`config.mk`:
```
export PLATFORM = sky130hd
export DESIGN_NAME = numeric_char_ref_to_utf8_unit
export DESIGN_NICKNAME = d
export VERILOG_FILES = /design/src/rtl/ncr2u8_pkg.sv /design/src/rtl/ncr2u8_encode.sv /design/src/rtl/numeric_char_ref_to_utf8_unit.sv
export SDC_FILE = /design/constraint.sdc
export NUM_CORES = 1
export LEC_CHECK = 0
export BUFFER_PORTS_ARGS = -buffer_cell sky130_fd_sc_hd__buf_4
export CAP_MARGIN = 5
export CORE_MARGIN = 2
export CORE_UTILIZATION = 35
export CTS_CLUSTER_DIAMETER = 50
export DETAILED_ROUTE_END_ITERATION = 16
export GPL_ROUTABILITY_DRIVEN = 0
export GPL_TIMING_DRIVEN = 0
export PLACE_DENSITY = 0.52
export SETUP_SLACK_MARGIN = 0.15
export SLEW_MARGIN = 10
export SYNTH_ARGS = -nofsm -noshare
export SYNTH_HDL_FRONTEND = slang
export SYNTH_SLANG_ARGS = --single-unit
```
`constraint.sdc`:
```
create_clock -name i_clk -period 4.3 [get_ports i_clk]
set_clock_uncertainty 0.2 [all_clocks]
set_input_delay 0.215 -clock i_clk [delete_from_list [all_inputs] [get_ports i_clk]]
set_output_delay 0.215 -clock i_clk [all_outputs]
set_load 0.1 [all_outputs]
```
`src/rtl/ncr2u8_pkg.sv`:
```
package ncr2u8_pkg;

    // Code point limits and the bad ranges
    localparam int unsigned ACC_W = 25;
    localparam int unsigned CP_W  = 21;

    localparam logic [ACC_W-1:0] CP_MAX     = 25'h010_ffff;
    localparam logic [ACC_W-1:0] SURR_LO    = 25'h000_d800;
    localparam logic [ACC_W-1:0] SURR_HI    = 25'h000_dfff;
    localparam logic [ACC_W-1:0] C0_LO_END  = 25'h000_0008;
    localparam logic [ACC_W-1:0] C0_VT      = 25'h000_000b;
    localparam logic [ACC_W-1:0] C0_HI_LO   = 25'h000_000e;
    localparam logic [ACC_W-1:0] C0_HI_END  = 25'h000_001f;
    localparam logic [ACC_W-1:0] C1_LO      = 25'h000_007f;
    localparam logic [ACC_W-1:0] C1_HI      = 25'h000_009f;
    localparam logic [CP_W-1:0]  CP_REPL    = 21'h00_fffd;

    // UTF-8 lead and continuation bits
    localparam logic [7:0] LEAD2    = 8'hc0;
    localparam logic [7:0] LEAD3    = 8'he0;
    localparam logic [7:0] LEAD4    = 8'hf0;
    localparam logic [7:0] CONT     = 8'h80;
    localparam logic [5:0] CONT_MSK = 6'h3f;

    // Input beat
    typedef struct packed {
        logic [7:0] digit_char;
        logic       has_digit;
        logic       hex_mode;
        logic       last_digit;
    } t_in;

    // Output beat
    typedef struct packed {
        logic [7:0] out_byte;
        logic       last_byte;
    } t_out;

    // Encoded code point: byte 0 goes out first; nmin1 = byte count - 1
    typedef struct packed {
        logic [3:0][7:0] bytes;
        logic [1:0]      nmin1;
    } t_enc;

endpackage

```
`src/rtl/ncr2u8_encode.sv`:
```
module ncr2u8_encode
    import ncr2u8_pkg::*;
(
    input  logic [ACC_W-1:0] i_cp,
    input  logic             i_ovf,
    input  logic             i_bad_char,
    output t_enc             o_enc
);

    logic            bad;
    logic [CP_W-1:0] cp;

    // Replace overflow, bad characters and forbidden values with U+FFFD
    always_comb begin
        bad = i_ovf || i_bad_char
            || (i_cp > CP_MAX)
            || (i_cp >= SURR_LO && i_cp <= SURR_HI)
            || (i_cp <= C0_LO_END) || (i_cp == C0_VT)
            || (i_cp >= C0_HI_LO && i_cp <= C0_HI_END)
            || (i_cp >= C1_LO && i_cp <= C1_HI);
        cp = bad ? CP_REPL : i_cp[CP_W-1:0];
    end

    // UTF-8 byte split
    always_comb begin
        o_enc = '0;
        priority if (cp < 21'h80) begin
            o_enc.bytes[0] = cp[7:0];
            o_enc.nmin1    = 2'd0;
        end else if (cp < 21'h800) begin
            o_enc.bytes[0] = LEAD2 | {3'b000, cp[10:6]};
            o_enc.bytes[1] = CONT  | {2'b00, cp[5:0] & CONT_MSK};
            o_enc.nmin1    = 2'd1;
        end else if (cp < 21'h10000) begin
            o_enc.bytes[0] = LEAD3 | {4'h0, cp[15:12]};
            o_enc.bytes[1] = CONT  | {2'b00, cp[11:6]};
            o_enc.bytes[2] = CONT  | {2'b00, cp[5:0]};
            o_enc.nmin1    = 2'd2;
        end else begin
            o_enc.bytes[0] = LEAD4 | {5'h00, cp[20:18]};
            o_enc.bytes[1] = CONT  | {2'b00, cp[17:12]};
            o_enc.bytes[2] = CONT  | {2'b00, cp[11:6]};
            o_enc.bytes[3] = CONT  | {2'b00, cp[5:0]};
            o_enc.nmin1    = 2'd3;
        end
    end

endmodule

```
`src/rtl/numeric_char_ref_to_utf8_unit.sv`:
```
// Decodes one numeric character reference, one digit byte per input beat, into
// UTF-8 bytes, one per output beat with last_byte on the final one. Digit beats
// are taken every cycle while o_ready is high, and the accumulator does one
// shift-add per beat. A beat marked last_digit parks the finished code point in
// a one-entry holding register, and the output serializer encodes it and drains
// one to four bytes, one per cycle while i_ready is high. Input stalls only when
// the holding register is full and the serializer cannot take it in that cycle,
// so the sustained rate is one digit a cycle while the byte output keeps up; the
// serializer's one byte per cycle sets the limit for short references.
module numeric_char_ref_to_utf8_unit
    import ncr2u8_pkg::*;
(
    input  logic i_clk,
    input  logic i_rst_n,
    input  logic i_valid,
    output logic o_ready,
    input  t_in  i_data,
    output logic o_valid,
    input  logic i_ready,
    output t_out o_data
);

    // Accumulator state
    logic [ACC_W-1:0] r_acc, n_acc;
    logic             r_ovf, n_ovf;
    logic             r_bad, n_bad;

    // Holding register for a finished reference
    logic             r_pkt_valid;
    logic [ACC_W-1:0] r_pkt_cp;
    logic             r_pkt_ovf;
    logic             r_pkt_bad;

    // Output serializer
    logic             r_ser_valid;
    logic [3:0][7:0]  r_ser_bytes;
    logic [1:0]       r_ser_left;

    logic             in_acc;
    logic             out_acc;
    logic             ser_load;
    logic [4:0]       dval;
    logic             dok;
    logic [ACC_W-1:0] scaled;
    t_enc             enc;

    assign out_acc  = r_ser_valid && i_ready;
    assign ser_load = r_pkt_valid && (!r_ser_valid || (out_acc && r_ser_left == 2'd0));
    assign o_ready  = !r_pkt_valid || ser_load;
    assign in_acc   = i_valid && o_ready;

    // Hex digit value; dok low for any other byte
    always_comb begin
        dval = 5'd0;
        dok  = 1'b1;
        priority if (i_data.digit_char >= 8'h30 && i_data.digit_char <= 8'h39) begin
            dval = 5'(i_data.digit_char - 8'h30);
        end else if (i_data.digit_char >= 8'h61 && i_data.digit_char <= 8'h66) begin
            dval = 5'(i_data.digit_char - 8'h57);
        end else if (i_data.digit_char >= 8'h41 && i_data.digit_char <= 8'h46) begin
            dval = 5'(i_data.digit_char - 8'h37);
        end else begin
            dok  = 1'b0;
        end
    end

    // Shift-add: times sixteen, or times eight plus times two
    always_comb begin
        if (i_data.hex_mode) begin
            scaled = {r_acc[ACC_W-5:0], 4'h0};
        end else begin
            scaled = {r_acc[ACC_W-4:0], 3'b000} + {r_acc[ACC_W-2:0], 1'b0};
        end
    end

    // Next accumulator state
    always_comb begin
        n_acc = r_acc;
        n_ovf = r_ovf;
        n_bad = r_bad;
        if (i_data.has_digit) begin
            priority if (!dok) begin
                n_bad = 1'b1;
            end else if (r_acc > CP_MAX) begin
                n_ovf = 1'b1;
            end else begin
                n_acc = scaled + {{(ACC_W-5){1'b0}}, dval};
            end
        end
    end

    always_ff @(posedge i_clk) begin
        if (!i_rst_n) begin
            r_acc <= '0;
            r_ovf <= 1'b0;
            r_bad <= 1'b0;
        end else if (in_acc) begin
            if (i_data.last_digit) begin
                r_acc <= '0;
                r_ovf <= 1'b0;
                r_bad <= 1'b0;
            end else begin
                r_acc <= n_acc;
                r_ovf <= n_ovf;
                r_bad <= n_bad;
            end
        end
    end

    // Holding register
    always_ff @(posedge i_clk) begin
        if (!i_rst_n) begin
            r_pkt_valid <= 1'b0;
        end else if (in_acc && i_data.last_digit) begin
            r_pkt_valid <= 1'b1;
        end else if (ser_load) begin
            r_pkt_valid <= 1'b0;
        end
    end

    always_ff @(posedge i_clk) begin
        if (in_acc && i_data.last_digit) begin
            r_pkt_cp  <= n_acc;
            r_pkt_ovf <= n_ovf;
            r_pkt_bad <= n_bad;
        end
    end

    ncr2u8_encode u_encode (
        .i_cp       (r_pkt_cp),
        .i_ovf      (r_pkt_ovf),
        .i_bad_char (r_pkt_bad),
        .o_enc      (enc)
    );

    // Serializer: byte 0 is on the port, shift down on each beat
    always_ff @(posedge i_clk) begin
        if (!i_rst_n) begin
            r_ser_valid <= 1'b0;
        end else if (ser_load) begin
            r_ser_valid <= 1'b1;
        end else if (out_acc && r_ser_left == 2'd0) begin
            r_ser_valid <= 1'b0;
        end
    end

    always_ff @(posedge i_clk) begin
        if (ser_load) begin
            r_ser_bytes <= enc.bytes;
            r_ser_left  <= enc.nmin1;
        end else if (out_acc) begin
            r_ser_bytes <= {8'h00, r_ser_bytes[3:1]};
            r_ser_left  <= r_ser_left - 2'd1;
        end
    end

    assign o_valid          = r_ser_valid;
    assign o_data.out_byte  = r_ser_bytes[0];
    assign o_data.last_byte = (r_ser_left == 2'd0);

`ifndef SYNTHESIS
    // A final beat parks its code point for the serializer
    a_last_parks: assert property (@(posedge i_clk) disable iff (!i_rst_n)
        in_acc && i_data.last_digit |=> r_pkt_valid)
        else $error("final beat did not reach holding register");

    // State clears after a reference ends
    a_last_clears: assert property (@(posedge i_clk) disable iff (!i_rst_n)
        in_acc && i_data.last_digit |=> (r_acc == '0) && !r_ovf && !r_bad)
        else $error("accumulator not cleared after reference");

    // Serializer empties after its last byte when nothing is waiting
    a_ser_drain: assert property (@(posedge i_clk) disable iff (!i_rst_n)
        out_acc && (r_ser_left == 2'd0) && !r_pkt_valid |=> !r_ser_valid)
        else $error("serializer kept a drained reference");

    // Accumulator never grows past one digit beyond the limit
    a_acc_bound: assert property (@(posedge i_clk) disable iff (!i_rst_n)
        r_acc <= 25'h10f_ffff)
        else $error("accumulator out of range");
`endif

endmodule
```
==> results.md <==
- Status: finished clean
- Setup slack, reg-to-reg: 0.30 ns
- Synth Flop Type: edfxtp_1
- Initial Util: 35.4%
- Syn Inst Count: 724
- Area taken by multi-input logic gates: 3740 µm²
- Rows: ~50
- N_diodes: 0
- Pin count of the biggest net entering global routing: 32
- Area leader, netlist: edfxtp_1
- Slew @ Worst Pin: 0.943 ns
- Crit Path Category: flop to flop
- Relative slew slack: ~37%
- Number of fill cells: 1815
- Wire per inst: roughly 17 µm
- Gr usage total: approximately 17%
- Async set-reset flop share out of synthesis: 0%
- Critical path startpoint category: flop
- Via count: approximately 5600
- Largest cells by area after synthesis: edfxtp_1, dfxtp_1, ha_1, nand2_1, o21ai_0
- Distinct cells, synth: 82
- Fin. max-slew vios: 0
- TritonRoute pass-1 iters: 5
- RSZ-0062 raised after global routing: no
- CP Cell Sequence: ha_1 > clkbuf_1 > and4_1 > and3_1 > a21oi_1 > xor2_1 > o21ai_1 > o211ai_1 > nor3_4 > nand3_1 > and3_1 > or3_1
- Clock root cell: clkbuf_16
- Most used cell, CP: and3_1
- Worst-path maximum fanout: 8
- Slowest-stage cell, CP: dfxtp_1
- Post-placement cell area: 6760 µm²
- Clk sink count: 87
- Die Footprint: 19100 µm²
- Yosys warns: 0
- CP required: 4.17 ns
- PD cells: 261 nW/µm²
- IO Port Bufs: 24
- First-pass GRT wire length: 27.2 mm
- Tmin final: 4.00 ns
- Max VDD drop: ~0.15 mV
- H-tree levels: 3
- Register area: about 2300 µm²
- Fin util: 40.2%
- Hold Worst Slack: 0.0189 ns
- Synth top cells by count: nand2_1, nor2_1, o21ai_0
- Nets: 811
- TritonCTS clock tree: done
- Yosys reg bits: 87
- GR Overflow Total: 0
- Die X: 138 µm
- Top-level I/O count: 26
- Detailed-route DRC error count: 0
- DP HPWL: 13.1 mm
- Vias in the first global route: 5361
- Sequential element share of the synthesized area: 36.9%
- Syn nets: 770
- 1st-iter DRT viols: 380
- Mapped cell area: 6290 µm²
- Clk_lat worst skew: between 0.3 and 0.4 ns
- Total of max-cap violations: 0
- Highest cell delay on the worst timing path: 0.46 ns
- Fmax: 250 MHz
- CTS clk-pin slew, worst paths: 0.06 ns
- Crit path DAT: 3.87 ns
- Antenna violations before repair: 0
- Layout area overhead: 13.7%
- Synth top area share: 27.7%
- Share of cells above drive strength 1: between 10% and 20%
- HP Class: input port to flop
- CP delay by family, top: simple AND/OR/NAND/NOR gates
- Avg Cell Area, Syn: 8.69 µm²
- Setup tns final: 0 ns
- Clock buffer count from CTS: 9
- Crit path buf inv count: 1
- Period utilisation layout: 93.0%
- Count leader, synth: nand2_1
- Drt total wl: 16.7 mm
- Post-route ant nets: 0
- Final number of setup-violating endpoints: 0
- Leak Pwr: 2.76 nW
- Hold_buf cts: 0
- Die Height: 138 µm
- Vias per inst: roughly 5.6
- Core area: 17800 µm²
- Final Hold Fails: 0
- Post-synth EDFFs: 58
- Final Instance Area: 7150 µm²
- CTS Buffer Depth: 2
- Crit end category: flop
-- layout make-up --
type                            instances  area share, %
Buffer                                 45           3.06
Inverter                               17          0.892
Tap cell                              229           4.01
Multi-Input combinational cell        575           52.3
Clock inverter                          4          0.332
Timing Repair Buffer                   30           3.15
Clock buffer                           12           3.74
Sequential cell                        87           32.5
-- worst paths after layout --
| check | start | end | depth (start not counted) |
|---|---|---|---|
| worst max register to register | r_acc[9] | r_pkt_cp[23] | 12 |
| worst max-delay path | r_acc[9] | r_pkt_cp[23] | 12 |
| worst min-delay path | i_data[2] | r_pkt_bad | 2 |
| worst min register to register | r_acc[24] | r_acc[24] | 2 |
-- metrics by stage --
step,std cells,total power [W],setup WS (ns)
after global routing,999,0.00193,0.148
after floorplan,724,0.00107,0.324
after detailed placement,977,0.00113,-0.810
final,999,0.00187,0.302
after global placement,977,0.00113,-0.688
after CTS,994,0.00189,0.155
-- registers in the layout, summed over array words and instances (netlist names) --
register and count:
r_pkt_cp 25, r_pkt_ovf 1, o_valid 1, r_ovf 1, o_data 8, r_acc 25
r_ser_bytes 21, r_pkt_valid 1, r_ser_left 2, r_bad 1, r_pkt_bad 1
-- layer usage --
metal	GRT usage [%]	vias up	routed length (µm)
li1	-	2760	-
met1	21.8	2677	7520
met2	30.9	149	8300
met3	1.70	27	542
met4	6.55	0	381
met5	0	-	0
-- worst reg2reg max path, stage by stage (launching register included) --
cell and delay [ns]:
dfxtp_1 0.46, ha_1 0.28, clkbuf_1 0.21, and4_1 0.28, and3_1 0.18, a21oi_1 0.39, xor2_1 0.12, o21ai_1 0.27
o211ai_1 0.31, nor3_4 0.35, nand3_1 0.14, and3_1 0.19, or3_1 0.37
-- layout by cell type (no fill, tap or decap), types with 5 or more instances in the layout --
| cell | count |
|---|---|
| o21a_1 | 10 |
| ha_1 | 28 |
| buf_2 | 7 |
| o21ai_0 | 58 |
| and2_1 | 15 |
| o21ai_1 | 5 |
| nand4_1 | 8 |
| nand2b_1 | 9 |
| o211ai_1 | 5 |
| nor2_1 | 63 |
| or3_1 | 6 |
| and3_1 | 10 |
| a22oi_1 | 12 |
| clkbuf_16 | 10 |
| xnor2_1 | 17 |
| a211oi_1 | 5 |
| clkbuf_1 | 29 |
| nand2_1 | 93 |
| nor3_1 | 15 |
| a2111oi_0 | 8 |
| a21o_1 | 11 |
| nor2b_1 | 22 |
| buf_4 | 39 |
| edfxtp_1 | 58 |
| xor2_1 | 15 |
| inv_1 | 16 |
| o31ai_1 | 6 |
| a21oi_1 | 34 |
| a31oi_1 | 5 |
| nand3_1 | 20 |
| dfxtp_1 | 27 |
-- power breakdown --
| group | leakage (nW) | internal (W) | switching (W) |
|---|---|---|---|
| logic | 1.82 | 0.0000569 | 0.000125 |
| clock network | 0.146 | 0.000442 | 0.000313 |
| registers | 0.795 | 0.000918 | 0.0000134 |
| total | 2.76 | 0.00142 | 0.000452 |
-- repair_timing --
action | 4_1_cts | 5_1_grt
pin swaps | 1 | 7
resized for setup | 10 | 15
setup buffers | 1 | 5
setup endpoints to repair | 14 | 3
-- cells by family (layout without fill, tap and decap cells) --
logic type	after synthesis	after routing	share of synthesized area, %
and+or+nand+nor	294	294	23.5
AOI/OAI and AO/OA	213	213	23.5
DFF	87	87	36.9
buffers and inverters	62	108	4.42
xor gates and xnor gates	32	32	4.46
adders and majority gates	31	31	6.40
muxes	5	5	0.835
(Power assumes the default switching activity.)
